--- src/rtl/elsq_pkg.sv ---
// Package for the expiry-sorted lot queue.
// Holds item types, opcode and status codes, and the controller/datapath interface.
// No dependencies.
package elsq_pkg;

  localparam int unsigned DefLotDepth = 16;

  localparam int unsigned KeyW    = 24;
  localparam int unsigned QtyW    = 32;
  localparam int unsigned StatusW = 2;
  localparam int unsigned LotsW   = 5;

  localparam logic OP_INSERT   = 1'b0;
  localparam logic OP_WITHDRAW = 1'b1;

  localparam logic [StatusW-1:0] ST_DONE    = 2'd0;
  localparam logic [StatusW-1:0] ST_DROPPED = 2'd1;
  localparam logic [StatusW-1:0] ST_SHORT   = 2'd2;

  typedef struct packed {
    logic            opcode;
    logic [KeyW-1:0] date_key;
    logic [QtyW-1:0] quantity;
  } in_item_t;

  typedef struct packed {
    logic [StatusW-1:0] status;
    logic [QtyW-1:0]    removed_units;
    logic [LotsW-1:0]   lots_in_use;
    logic [KeyW-1:0]    oldest_date;
    logic [QtyW-1:0]    oldest_units;
  } out_item_t;

  typedef struct packed {
    logic load;
    logic insert;
    logic step;
    logic load_out;
  } dp_cmd_t;

  typedef struct packed {
    logic more;
  } dp_stat_t;

endpackage

--- src/rtl/elsq_ctrl.sv ---
// Controller of the expiry-sorted lot queue: sequences load, insert,
// withdraw steps and result hand-off. Depends on elsq_pkg.
module elsq_ctrl (
  input  logic               clk_i,
  input  logic               rst_ni,
  input  logic               in_valid_i,
  input  logic               in_opcode_i,
  output logic               in_stall_o,
  input  logic               out_stall_i,
  output logic               out_valid_o,
  output elsq_pkg::dp_cmd_t  cmd_o,
  input  elsq_pkg::dp_stat_t stat_i
);

  typedef enum logic [1:0] {
    S_IDLE,
    S_INSERT,
    S_WITHDRAW,
    S_FINISH
  } state_e;

  state_e state_q, state_d;
  logic   out_valid_q, out_valid_d;
  logic   out_free;

  assign out_free = !out_valid_q || !out_stall_i;

  always_comb begin
    cmd_o       = '0;
    state_d     = state_q;
    out_valid_d = out_valid_q && out_stall_i;
    unique case (state_q)
      S_IDLE: begin
        if (in_valid_i) begin
          cmd_o.load = 1'b1;
          state_d    = (in_opcode_i == elsq_pkg::OP_INSERT) ? S_INSERT : S_WITHDRAW;
        end
      end
      S_INSERT: begin
        cmd_o.insert = 1'b1;
        state_d      = S_FINISH;
      end
      S_WITHDRAW: begin
        if (stat_i.more) begin
          cmd_o.step = 1'b1;
        end else begin
          state_d = S_FINISH;
        end
      end
      S_FINISH: begin
        if (out_free) begin
          cmd_o.load_out = 1'b1;
          out_valid_d    = 1'b1;
          state_d        = S_IDLE;
        end
      end
      default: state_d = S_IDLE;
    endcase
  end

  always_ff @(posedge clk_i or negedge rst_ni) begin
    if (!rst_ni) begin
      state_q     <= S_IDLE;
      out_valid_q <= 1'b0;
    end else begin
      state_q     <= state_d;
      out_valid_q <= out_valid_d;
    end
  end

  assign in_stall_o  = state_q != S_IDLE;
  assign out_valid_o = out_valid_q;

  a_no_overwrite: assert property (@(posedge clk_i) disable iff (!rst_ni)
    cmd_o.load_out |-> out_free)
    else $error("result register overwritten while stalled");

  a_finish_emits: assert property (@(posedge clk_i) disable iff (!rst_ni)
    (state_q == S_FINISH && out_free) |=> out_valid_q)
    else $error("finished item produced no result");

  a_insert_one_cycle: assert property (@(posedge clk_i) disable iff (!rst_ni)
    (state_q == S_INSERT) |=> (state_q == S_FINISH))
    else $error("insert did not complete in one cycle");

endmodule

--- config.mk ---
export PLATFORM = sky130hd
export DESIGN_NAME = elsq_ctrl
export DESIGN_NICKNAME = d
export VERILOG_FILES = /design/src/rtl/elsq_pkg.sv /design/src/rtl/elsq_ctrl.sv
export SDC_FILE = /design/constraint.sdc
export NUM_CORES = 1
export LEC_CHECK = 0
export BUFFER_PORTS_ARGS = -buffer_cell sky130_fd_sc_hd__buf_2
export CAP_MARGIN = 15
export CORE_AREA = 5 5 42 44
export CTS_CLUSTER_SIZE = 24
export DETAILED_ROUTE_END_ITERATION = 7
export DIE_AREA = 0 0 47 49
export HOLD_SLACK_MARGIN = 0.05
export PLACE_DENSITY = 0.38
export RECOVER_POWER = 25
export SLEW_MARGIN = 20
export SYNTH_ARGS = -nofsm -noshare
export SYNTH_HDL_FRONTEND = slang
export SYNTH_SLANG_ARGS = --single-unit
export TNS_END_PERCENT = 30
--- constraint.sdc ---
create_clock -name clk_i -period 1.4 [get_ports clk_i]
set_input_delay 0.07 -clock clk_i [delete_from_list [all_inputs] [get_ports clk_i]]
set_output_delay 0.07 -clock clk_i [all_outputs]
set_load 0.02 [all_outputs]
==> results of run 1 <==
-- state kept, by name, summed over array words and instances, names as in the netlist --
| signal | flops |
|---|---|
| state_q | 2 |
| out_valid_o | 1 |
-- cell type report --
type,count,area (um^2)
Fill cell,160,1010
Multi-Input combinational cell,17,184
Sequential cell,3,75.1
Timing Repair Buffer,13,71.3
Clock buffer,4,26.3
Tap cell,16,20.0
Inverter,5,18.8
-- repair_timing --
| item | in CTS | in global routing |
|---|---|---|
| endpoints found under the setup margin | 1 | 2 |
| hold buffers | 1 | 0 |
| pin swaps | 0 | 1 |
| resized for setup | 1 | 7 |
| buffers inserted | 0 | 1 |
| hold endpoints to repair | 3 | 0 |
-- cell families (layout without fill, tap and decap cells) --
kind of cell | count (synthesis) | count (layout)
and+or+nand+nor | 6 | 6
muxes | 2 | 2
DFF | 3 | 3
adders and majority gates | 5 | 5
AOI/OAI and AO/OA | 4 | 4
buffers and inverters | 5 | 22
-- metal layers --
metal / share of wire / track usage / vias to the layer above / wire length [um]
li1: - / - / 114 / -
met1: 0.40 / 0.0396 / 93 / 224
met2: 0.52 / 0.0905 / 6 / 294
met3: 0.075 / 0.0111 / 0 / 42
met4: 0 / 0.0553 / 0 / 0
met5: 0 / 0 / - / 0
-- synth_stat cells --
master | count | area [um^2]
nand3_2 | 1 | 10.0
a21o_2 | 1 | 8.76
nand2_1 | 2 | 7.51
inv_1 | 4 | 15.0
nand2_2 | 1 | 6.26
ha_1 | 5 | 62.6
dfrtp_1 | 3 | 75.1
o21ai_0 | 1 | 5.00
inv_2 | 1 | 3.75
o211ai_2 | 1 | 12.5
a21boi_0 | 1 | 7.51
mux2_1 | 2 | 22.5
and2_1 | 1 | 6.26
nand2b_1 | 1 | 6.26
-- stage by stage --
step / util / instances
detailed placement: 0.231 / 52
CTS: 0.257 / 57
global route: 0.282 / 58
floorplan: - / 25
finish: 0.282 / 58
global placement: 0.231 / 52
-- how the worst max path moves through the flow --
| stage | to | slack [ps] | cells after the start |
|---|---|---|---|
| after CTS | state_q[0] | 10 | 5 |
| after global routing | state_q[0] | -5 | 5 |
| final | state_q[0] | 50 | 5 |
| after global placement | state_q[1] | 40 | 5 |
| after floorplan | state_q[0] | 60 | 5 |
| after detailed placement | state_q[0] | 3 | 5 |
-- power groups by stage --
stage / combinational, W / sequential (W) / clock (W)
finish: 0.000643 / 0.000184 / 0.000145
detailed placement: 0.000504 / 0.000178 / 0
CTS: 0.000508 / 0.000180 / 0.000155
global route: 0.000707 / 0.000192 / 0.000164
global placement: 0.000497 / 0.000179 / 0
floorplan: 0.000356 / 0.000189 / 0
==> metrics.log, run 1 <==
[metrics] pre-CTS WS: 3.27 ps
[metrics] aggregate negative setup slack: 0 ps
[metrics] number of antenna cells inserted: 0
[metrics] reg2reg setup slack: 50 ps
[metrics] largest stage delay on the critical path: 400 ps
[metrics] RR Endpoint: state_q[0]
[metrics] instance count of the mapped netlist: 25
[metrics] largest fanout of any net on the critical path: 4
[metrics] proportion of synthesized area in mux cells: 0.0905
[metrics] switching portion of total power: 0.431
[metrics] final routed wire length divided by cell count: 9.67 um
[metrics] remaining design rule violation count: 0
[metrics] combinational family with the most area after synthesis: adder cells
[metrics] combinational power share: 0.661
[metrics] maximum clock rate: 742 MHz
[metrics] Arr. time, crit path: 1450 ps
[metrics] status: completed
[metrics] CTS tree: done
[metrics] Tot GR Track Use: 0.0514
[metrics] Port Buffers: 11
[metrics] clock slew at reported path FFs: 30 ps
[metrics] CP Launch Type: flop
[metrics] most common cell after layout, fill and taps aside: buf_2
[metrics] Relative slew margins: 0.868
[metrics] sequential cell fraction of total power: 0.189
[metrics] Critical Path, Cell by Cell: inv_2, ha_4, inv_2, o211ai_4, mux2_4
[metrics] power share of the clock group: 0.149
[metrics] r2r worst-path depth: 5
[metrics] routed wire length: 561 um
[metrics] share of final-layout standard cells stronger than drive strength 1: 0.571
[metrics] Seq cells post-synth: 3
[metrics] final worst setup slack: 52.5 ps
[metrics] overall via count from detail_route: 213
[metrics] synthesized-area fraction occupied by adder cells: 0.251
[metrics] net load switching power: 0.000419 W
[metrics] cell area after layout: 395 um^2
[metrics] Final #Nets: 54
[metrics] DRC violation total after the first TritonRoute iteration: 2
[metrics] leakage power: 0.212 nW
[metrics] area added between synthesis and finish: 58.8%
[metrics] initial core utilization: 0.178
[metrics] leading cell types in the layout, fill and taps excluded: buf_2, ha_1, inv_2, clkbuf_4, dfrtp_1
[metrics] xor/xnor cell area share of the yosys netlist: 0
[metrics] Period Utilization, post-route: 0.963
[metrics] average cell area after synthesis: 9.96 um^2
[metrics] number of slew-limit violations in the final report: 0
[metrics] Mapped Nets: 36
[metrics] area fraction in and, or, nand and nor cells after synthesis: 0.146
[metrics] routability congestion estimate from global placement: 0.654
[metrics] clock buffer count from CTS: 3
[metrics] Worst setup EP type: flop
[metrics] buffers from clock root to sink, at most: 2
[metrics] Clock Tree Root: clkbuf_4
[metrics] CP dominant cell by count: inv_2
[metrics] Post-Route Hold Slack: 93.2 ps
[metrics] count of unique library cells instantiated by Yosys: 14
[metrics] H-tree depth reported by CTS: 1
[metrics] master of the slowest instance on the critical path: dfrtp_1
[metrics] width of the die: 47 um
[metrics] clock latency on the worst-skew pair: 230 ps
[metrics] via count of the first global-routing pass: 226
[metrics] number of placed I/O pins: 12
[metrics] critical path buffer and inverter count: 2
[metrics] Top Family by Delay on Critical Path: flip-flops
[metrics] cell area after synthesis: 249 um^2
[metrics] setup skew after layout: 0.165 ps
[metrics] Min-Delay Path Class: input pin to flop
[metrics] standard-cell row count: 14
[metrics] placed inst area: 324 um^2
[metrics] data required time at the worst endpoint: 1510 ps
[metrics] Power Total: 0.000972 W
[metrics] hold worst-path end: out_valid_o
[metrics] initial antenna violation count: 0
[metrics] first-pass GRT wire length: 821 um
[metrics] Critical Path Source: state_q[0]
[metrics] floorplan die area: 2300 um^2
[metrics] transition time at the pin with the least slew margin: 196 ps
[metrics] peak supply drop: 0.000701 V
[metrics] Remaining Overflow, GRT: 0
[metrics] worst min-delay path startpoint: out_stall_i
[metrics] # Max-Cap Violations: 0
[metrics] fraction of the yosys area taken by sequential cells: 0.302
[metrics] routed via count divided by cell count: 3.67
[metrics] share of the synthesized area in compound gates (AO/OA/AOI/OAI): 0.136
[metrics] maximum number of pins on one net before global-route repair: 5
[metrics] remaining antenna violation count after routing: 0
[metrics] Die Y: 49 um
[metrics] detailed-router iteration count before antenna repair: 2
[metrics] final setup vio count: 0
[metrics] Hold Path Depth: 2
[metrics] internal power: 0.000553 W
[metrics] areal power density over the cells: 2460 nW/um^2
[metrics] Period minus WS final: 1350 ps
[metrics] Reg-to-Reg Start: state_q[0]
[metrics] half-perimeter wire length of the detailed placement result: 442 um
[metrics] Setup CP Type: flop to flop
[metrics] endpoints failing hold: 0
[metrics] yosys synthesis warning count: 0
[metrics] area of the core region: 1400 um^2
[metrics] clock net sink count: 3
(Power assumes the default switching activity.)
==> run 2: changes to the inputs <==
--- a/config.mk
+++ b/config.mk
@@ -7,12 +7,14 @@
 export LEC_CHECK = 0
 export BUFFER_PORTS_ARGS = -buffer_cell sky130_fd_sc_hd__buf_2
 export CAP_MARGIN = 15
+export CELL_PAD_IN_SITES_DETAIL_PLACEMENT = 0
+export CELL_PAD_IN_SITES_GLOBAL_PLACEMENT = 2
 export CORE_AREA = 5 5 42 44
 export CTS_CLUSTER_SIZE = 24
 export DETAILED_ROUTE_END_ITERATION = 7
 export DIE_AREA = 0 0 47 49
 export HOLD_SLACK_MARGIN = 0.05
-export PLACE_DENSITY = 0.38
+export PLACE_DENSITY = 0.59
 export RECOVER_POWER = 25
 export SLEW_MARGIN = 20
 export SYNTH_ARGS = -nofsm -noshare
==> constraint.sdc (replaced) <==
create_clock -name clk_i -period 1.4 [get_ports clk_i]
set_input_delay 0.21 -clock clk_i [delete_from_list [all_inputs] [get_ports clk_i]]
set_output_delay 0.21 -clock clk_i [all_outputs]
set_load 0.02 [all_outputs]
==> run 2 against run 1 <==
Against the previous run:
- combinational power rose by 35%
- register-to-register slack is essentially flat
- die area did not move
- sequential share of layout area shrank 3.0 points
- count of clock-buffer cells in the layout did not move
==> metrics.log, run 2 (synthesis gave the netlist of run 1 again) <==
[metrics] clock net sink count: 3 (unchanged)
[metrics] clock buffer count from CTS: 3 (unchanged)
[metrics] CTS tree: done
[metrics] number of placed I/O pins: 12 (unchanged)
[metrics] endpoints failing hold: 0 (unchanged)
[metrics] initial core utilization: 0.178 (unchanged)
[metrics] DRC violation total after the first TritonRoute iteration: 0 (-2)
[metrics] placed inst area: 324 um^2 (unchanged)
[metrics] setup skew after layout: 1.26 ps (+1.10 ps)
[metrics] H-tree depth reported by CTS: 1 (unchanged)
[metrics] Tot GR Track Use: 0.0606 (+0.00916)
[metrics] Die Y: 49 um (unchanged)
[metrics] clock slew at reported path FFs: 30 ps (about the same)
[metrics] first-pass GRT wire length: 986 um (+20%)
[metrics] data required time at the worst endpoint: 1510 ps (about the same)
[metrics] floorplan die area: 2300 um^2 (unchanged)
[metrics] Post-Route Hold Slack: 235 ps (+142 ps)
[metrics] routed wire length: 576 um (+2.7%)
[metrics] overall via count from detail_route: 236 (+11%)
[metrics] routability congestion estimate from global placement: 0.628 (-3.9%)
[metrics] width of the die: 47 um (unchanged)
[metrics] area of the core region: 1400 um^2 (unchanged)
[metrics] Worst setup EP type: flop
[metrics] final setup vio count: 0 (unchanged)
[metrics] number of antenna cells inserted: 0 (unchanged)
[metrics] maximum clock rate: 737 MHz (-0.68%)
[metrics] half-perimeter wire length of the detailed placement result: 436 um (-1.3%)
[metrics] r2r worst-path depth: 5 (unchanged)
[metrics] Remaining Overflow, GRT: 0 (unchanged)
[metrics] initial antenna violation count: 0 (unchanged)
[metrics] CP Launch Type: flop
[metrics] areal power density over the cells: 2520 nW/um^2 (+2.3%)
[metrics] remaining design rule violation count: 0 (unchanged)
[metrics] Relative slew margins: 0.856 (-0.0120)
[metrics] Port Buffers: 11 (unchanged)
[metrics] most common cell after layout, fill and taps aside: buf_2
[metrics] maximum number of pins on one net before global-route repair: 5 (unchanged)
[metrics] flip-flop count of the largest register, all copies and words added: 2 (unchanged)
[metrics] leakage power: 0.243 nW (+14%)
[metrics] largest fanout of any net on the critical path: 4 (unchanged)
[metrics] Clock Tree Root: clkbuf_4
[metrics] share of final-layout standard cells stronger than drive strength 1: 0.739 (+0.168)
[metrics] peak supply drop: 0.000787 V (+12%)
[metrics] clock latency on the worst-skew pair: 230 ps (about the same)
[metrics] unrepaired setup endpoints after global routing: true
[metrics] routed via count divided by cell count: 3.81 (+3.6%)
[metrics] detailed-router iteration count before antenna repair: 1 (-1)
[metrics] Arr. time, crit path: 1470 ps (+20 ps)
[metrics] aggregate negative setup slack: 0 ps (unchanged)
[metrics] cell area after layout: 477 um^2 (+21%)
[metrics] leading cell types in the layout, fill and taps excluded: buf_2, buf_4, inv_2
[metrics] final routed wire length divided by cell count: 9.29 um (-4.0%)
[metrics] Hold Path Depth: 2 (unchanged)
[metrics] buffers from clock root to sink, at most: 2 (unchanged)
[metrics] Final #Nets: 58 (+7.4%)
[metrics] area added between synthesis and finish: 91.5%
[metrics] via count of the first global-routing pass: 264 (+17%)
[metrics] status: completed
[metrics] Min-Delay Path Class: input pin to flop
[metrics] number of slew-limit violations in the final report: 0 (unchanged)
[metrics] Period Utilization, post-route: 0.969 (+0.00663)
[metrics] remaining antenna violation count after routing: 0 (unchanged)
[metrics] transition time at the pin with the least slew margin: 215 ps (+18.3 ps)
[metrics] standard-cell row count: 14 (unchanged)
[metrics] Setup CP Type: flop to flop
[metrics] # Max-Cap Violations: 0 (unchanged)
[metrics] most flop-heavy register: state_q
[metrics] Period minus WS final: 1360 ps (+9.29 ps)
[run 2: changes by cell type in the layout (fill, tap and decap cells not counted), sizes merged]
cell  previous run  this run
buf             11        15
[run 2: critical path, stage by stage, from the launching register on]
cell	delay, ps
dfrtp_2	420
ha_2	190
buf_4	130
nand3_2	60
o211ai_2	110
mux2_4	310
[run 2: metal layers]
layer  vias up  wire, um  track usage
met3         0        45       0.0221
met2         7       323       0.0882
met5         -         0            0
met1       108       207       0.0639
li1        121         -            -
met4         0         0       0.0553
[run 2: final timing paths]
| kind | start | endpoint | slack [ps] |
|---|---|---|---|
| worst max-delay path | state_q[1] | state_q[1] | 40 |
| worst min-delay path | out_stall_i | out_valid_o | 230 |
| worst max register to register | state_q[1] | state_q[1] | 40 |
| worst min register to register | out_valid_o | out_valid_o | 550 |
| max in group asynchronous | rst_ni | state_q[1] | 910 |
| min in group asynchronous | rst_ni | state_q[0] | 320 |
[run 2: final cells by class]
class                           count  area [um^2]
Fill cell                         164          925
Tap cell                           16         20.0
Sequential cell                     3         76.3
Timing Repair Buffer               17          120
Multi-Input combinational cell     17          215
Inverter                            5         18.8
Clock buffer                        4         26.3
[run 2: metrics by stage]
| stage | utilization | total power (W) | cells | setup slack, ps |
|---|---|---|---|---|
| finish | 0.340 | 0.00120 | 62 | 43.2 |
| CTS | 0.297 | 0.000986 | 61 | -10.5 |
| floorplan | - | 0.000545 | 25 | 63.2 |
| global placement | 0.231 | 0.000679 | 52 | 16.9 |
| detailed placement | 0.231 | 0.000681 | 52 | -7.54 |
| global route | 0.340 | 0.00132 | 62 | -31.7 |
[run 2: repair_timing]
item | in CTS | in global routing
setup endpoints to repair | 4 | 5
gates resized for setup | 11 | 11
hold buffers | 1 | 0
hold endpoints to repair | 3 | 0
setup buffers | 4 | 1
pin swaps | 2 | 2
[run 2: power breakdown]
part           switching [W]  internal, W
registers          0.0000480     0.000138
clock network      0.0000407     0.000107
logic               0.000393     0.000474
==> run 3: changes to the inputs <==
--- a/config.mk
+++ b/config.mk
@@ -15,7 +15,7 @@
 export DIE_AREA = 0 0 47 49
 export HOLD_SLACK_MARGIN = 0.05
 export PLACE_DENSITY = 0.59
-export RECOVER_POWER = 25
+export SETUP_SLACK_MARGIN = 0.4
 export SLEW_MARGIN = 20
 export SYNTH_ARGS = -nofsm -noshare
 export SYNTH_HDL_FRONTEND = slang
==> run 3 against run 2 <==
Against the previous run:
- critical endpoint is now cmd_o[0]
- die area unchanged
- flip-flop and latch count unchanged
- hold slack better by 34 ps
- critical path depth shrank 2
- combinational power shrank 9.8%
- worst setup slack got worse by 1.9 ps
- clock power is essentially flat
- final cell count decreased by 3.2%
- count of clock-buffer cells in the layout unchanged
- clock skew grew 0.55 ps
==> metrics.log, run 3 (synthesis gave the netlist of run 1 again) <==
[metrics] number of antenna cells inserted: 0 (unchanged)
[metrics] maximum number of pins on one net before global-route repair: 5 (unchanged)
[metrics] final setup vio count: 0 (unchanged)
[metrics] number of filler instances in the final layout: 152 (-7.3%)
[metrics] Port Buffers: 11 (unchanged)
[metrics] clock buffer count from CTS: 3 (unchanged)
[metrics] routed wire length: 511 um (-11%)
[metrics] placed inst area: 339 um^2 (+4.6%)
[metrics] area added between synthesis and finish: 86.4%
[metrics] standard-cell row count: 14 (unchanged)
[metrics] share of final-layout standard cells stronger than drive strength 1: 0.773 (+0.0336)
[metrics] Critical Path, Cell by Cell: ha_2, a21boi_2, buf_4
[metrics] CP Launch Type: flop
[metrics] areal power density over the cells: 2430 nW/um^2 (-3.4%)
[metrics] peak supply drop: 0.000765 V (-2.7%)
[metrics] cell area after layout: 464 um^2 (-2.6%)
[metrics] buffers from clock root to sink, at most: 2 (unchanged)
[metrics] CTS tree: done
[metrics] DRC violation total after the first TritonRoute iteration: 2 (+2)
[metrics] width of the die: 47 um (unchanged)
[metrics] detailed-router iteration count before antenna repair: 2 (+1)
[metrics] clock slew at reported path FFs: 40 ps (about the same)
[metrics] leakage power: 0.224 nW (-7.7%)
[metrics] Remaining Overflow, GRT: 0 (unchanged)
[metrics] largest stage delay on the critical path: 420 ps (about the same)
[metrics] status: completed
[metrics] number of placed I/O pins: 12 (unchanged)
[metrics] final non-filler cell total: 60 (-3.2%)
[metrics] Setup CP Type: flop to output pin
[metrics] floorplan die area: 2300 um^2 (unchanged)
[metrics] first-pass GRT wire length: 828 um (-16%)
[metrics] clock net sink count: 3 (unchanged)
[metrics] most flop-heavy register: state_q
[metrics] routability congestion estimate from global placement: 0.672 (+6.9%)
[metrics] remaining antenna violation count after routing: 0 (unchanged)
[metrics] Die Y: 49 um (unchanged)
[metrics] setup skew after layout: 1.82 ps (+0.552 ps)
[metrics] maximum clock rate: 736 MHz (-0.14%)
[metrics] flip-flop count of the largest register, all copies and words added: 2 (unchanged)
[metrics] overall via count from detail_route: 234 (-0.85%)
[metrics] data required time at the worst endpoint: 1190 ps (-320 ps)
[metrics] area occupied by multi-input gates: 205 um^2 (-4.7%)
[metrics] Arr. time, crit path: 1150 ps (-320 ps)
[metrics] number of slew-limit violations in the final report: 0 (unchanged)
[metrics] Period Utilization, post-route: 0.971 (+0.00137)
[metrics] endpoints failing hold: 0 (unchanged)
[metrics] initial core utilization: 0.178 (unchanged)
[metrics] remaining design rule violation count: 0 (unchanged)
[metrics] Period minus WS final: 1360 ps (+1.92 ps)
[metrics] via count of the first global-routing pass: 223 (-16%)
[metrics] leading cell types in the layout, fill and taps excluded: buf_2, buf_6, buf_4
[metrics] master of the slowest instance on the critical path: dfrtp_1
[metrics] number of cells after detailed placement: 52 (unchanged)
[metrics] initial antenna violation count: 0 (unchanged)
[metrics] Final #Nets: 56 (-3.4%)
[metrics] half-perimeter wire length of the detailed placement result: 407 um (-6.6%)
[metrics] Min-Delay Path Class: input pin to flop
[metrics] Relative slew margins: 0.873 (+0.0167)
[metrics] final routed wire length divided by cell count: 8.52 um (-8.3%)
[metrics] routed via count divided by cell count: 3.90 (+2.5%)
[metrics] clock latency on the worst-skew pair: 230 ps (about the same)
[metrics] area of the core region: 1400 um^2 (unchanged)
[metrics] transition time at the pin with the least slew margin: 189 ps (-25.3 ps)
[metrics] area of all sequential standard cells: 76.3 um^2 (unchanged)
[metrics] # Max-Cap Violations: 0 (unchanged)
[metrics] Worst setup EP type: output pin
[metrics] H-tree depth reported by CTS: 1 (unchanged)
[metrics] unrepaired setup endpoints after global routing: true
[metrics] Clock Tree Root: clkbuf_4
[metrics] largest fanout of any net on the critical path: 4 (unchanged)
[metrics] Tot GR Track Use: 0.0529 (-0.00768)
[metrics] most common cell after layout, fill and taps aside: buf_2
run 3: area by class of cell:
| cell class | count | share of cell area |
|---|---|---|
| repair buffers | 15 | 0.248 |
| multi-input cells | 17 | 0.442 |
| well taps | 16 | 0.0431 |
| inverters | 5 | 0.0458 |
| clock buffers | 4 | 0.0566 |
| flip-flops and latches | 3 | 0.164 |
run 3: path summary, 6_finish.rpt:
check                           slack (ps)          end        start  cells after the start
worst max-delay path                    40     cmd_o[0]   state_q[1]                      3
worst min-delay path                   270  out_valid_o  out_stall_i                      2
worst max register to register          40   state_q[0]   state_q[1]                      5
worst min register to register         580  out_valid_o  out_valid_o                      1
max in group asynchronous              990  out_valid_o       rst_ni                      2
min in group asynchronous              300   state_q[0]       rst_ni                      2
run 3: per-layer routing:
metal  share of wire  global-route usage  up-vias  wire [um]
li1                -                   -      120          -
met1            0.40              0.0619      103        204
met2            0.47              0.0633        9        242
met3           0.094              0.0148        2         48
met4           0.031              0.0691        0         16
met5               0                   0        -          0
run 3: through the flow:
step | power, W | setup slack [ps] | TNS [ps] | util | hold slack [ps]
after detailed placement | 0.000733 | 37.4 | 0 | 0.242 | 5.38
after global placement | 0.000735 | 60.1 | 0 | 0.242 | 4.57
after global routing | 0.00122 | -21.0 | -59.8 | 0.331 | 287
after floorplan | 0.000599 | 100 | 0 | - | -85.6
after CTS | 0.000997 | 14.5 | 0 | 0.298 | 240
final | 0.00113 | 41.3 | 0 | 0.331 | 269
run 3: power breakdown:
| group | internal, W | leakage [nW] | switching, W | total, W |
|---|---|---|---|---|
| registers | 0.000137 | 0.0352 | 0.0000601 | 0.000198 |
| logic | 0.000432 | 0.174 | 0.000349 | 0.000781 |
| clock network | 0.000107 | 0.0150 | 0.0000423 | 0.000149 |
run 3: timing repair:
item,CTS,global route
setup endpoints to repair,8,8
hold buffers,1,0
setup buffers,3,0
endpoints found under the hold margin,3,0
pin swaps,2,4
resized for setup,7,13
run 3: critical path, delay by kind of cell, from the launching register on:
family / cells / cell delay, ps
DFF: 1 / 420
AOI/OAI and AO/OA: 1 / 150
adders and majority gates: 1 / 200
buffers and inverters: 1 / 150
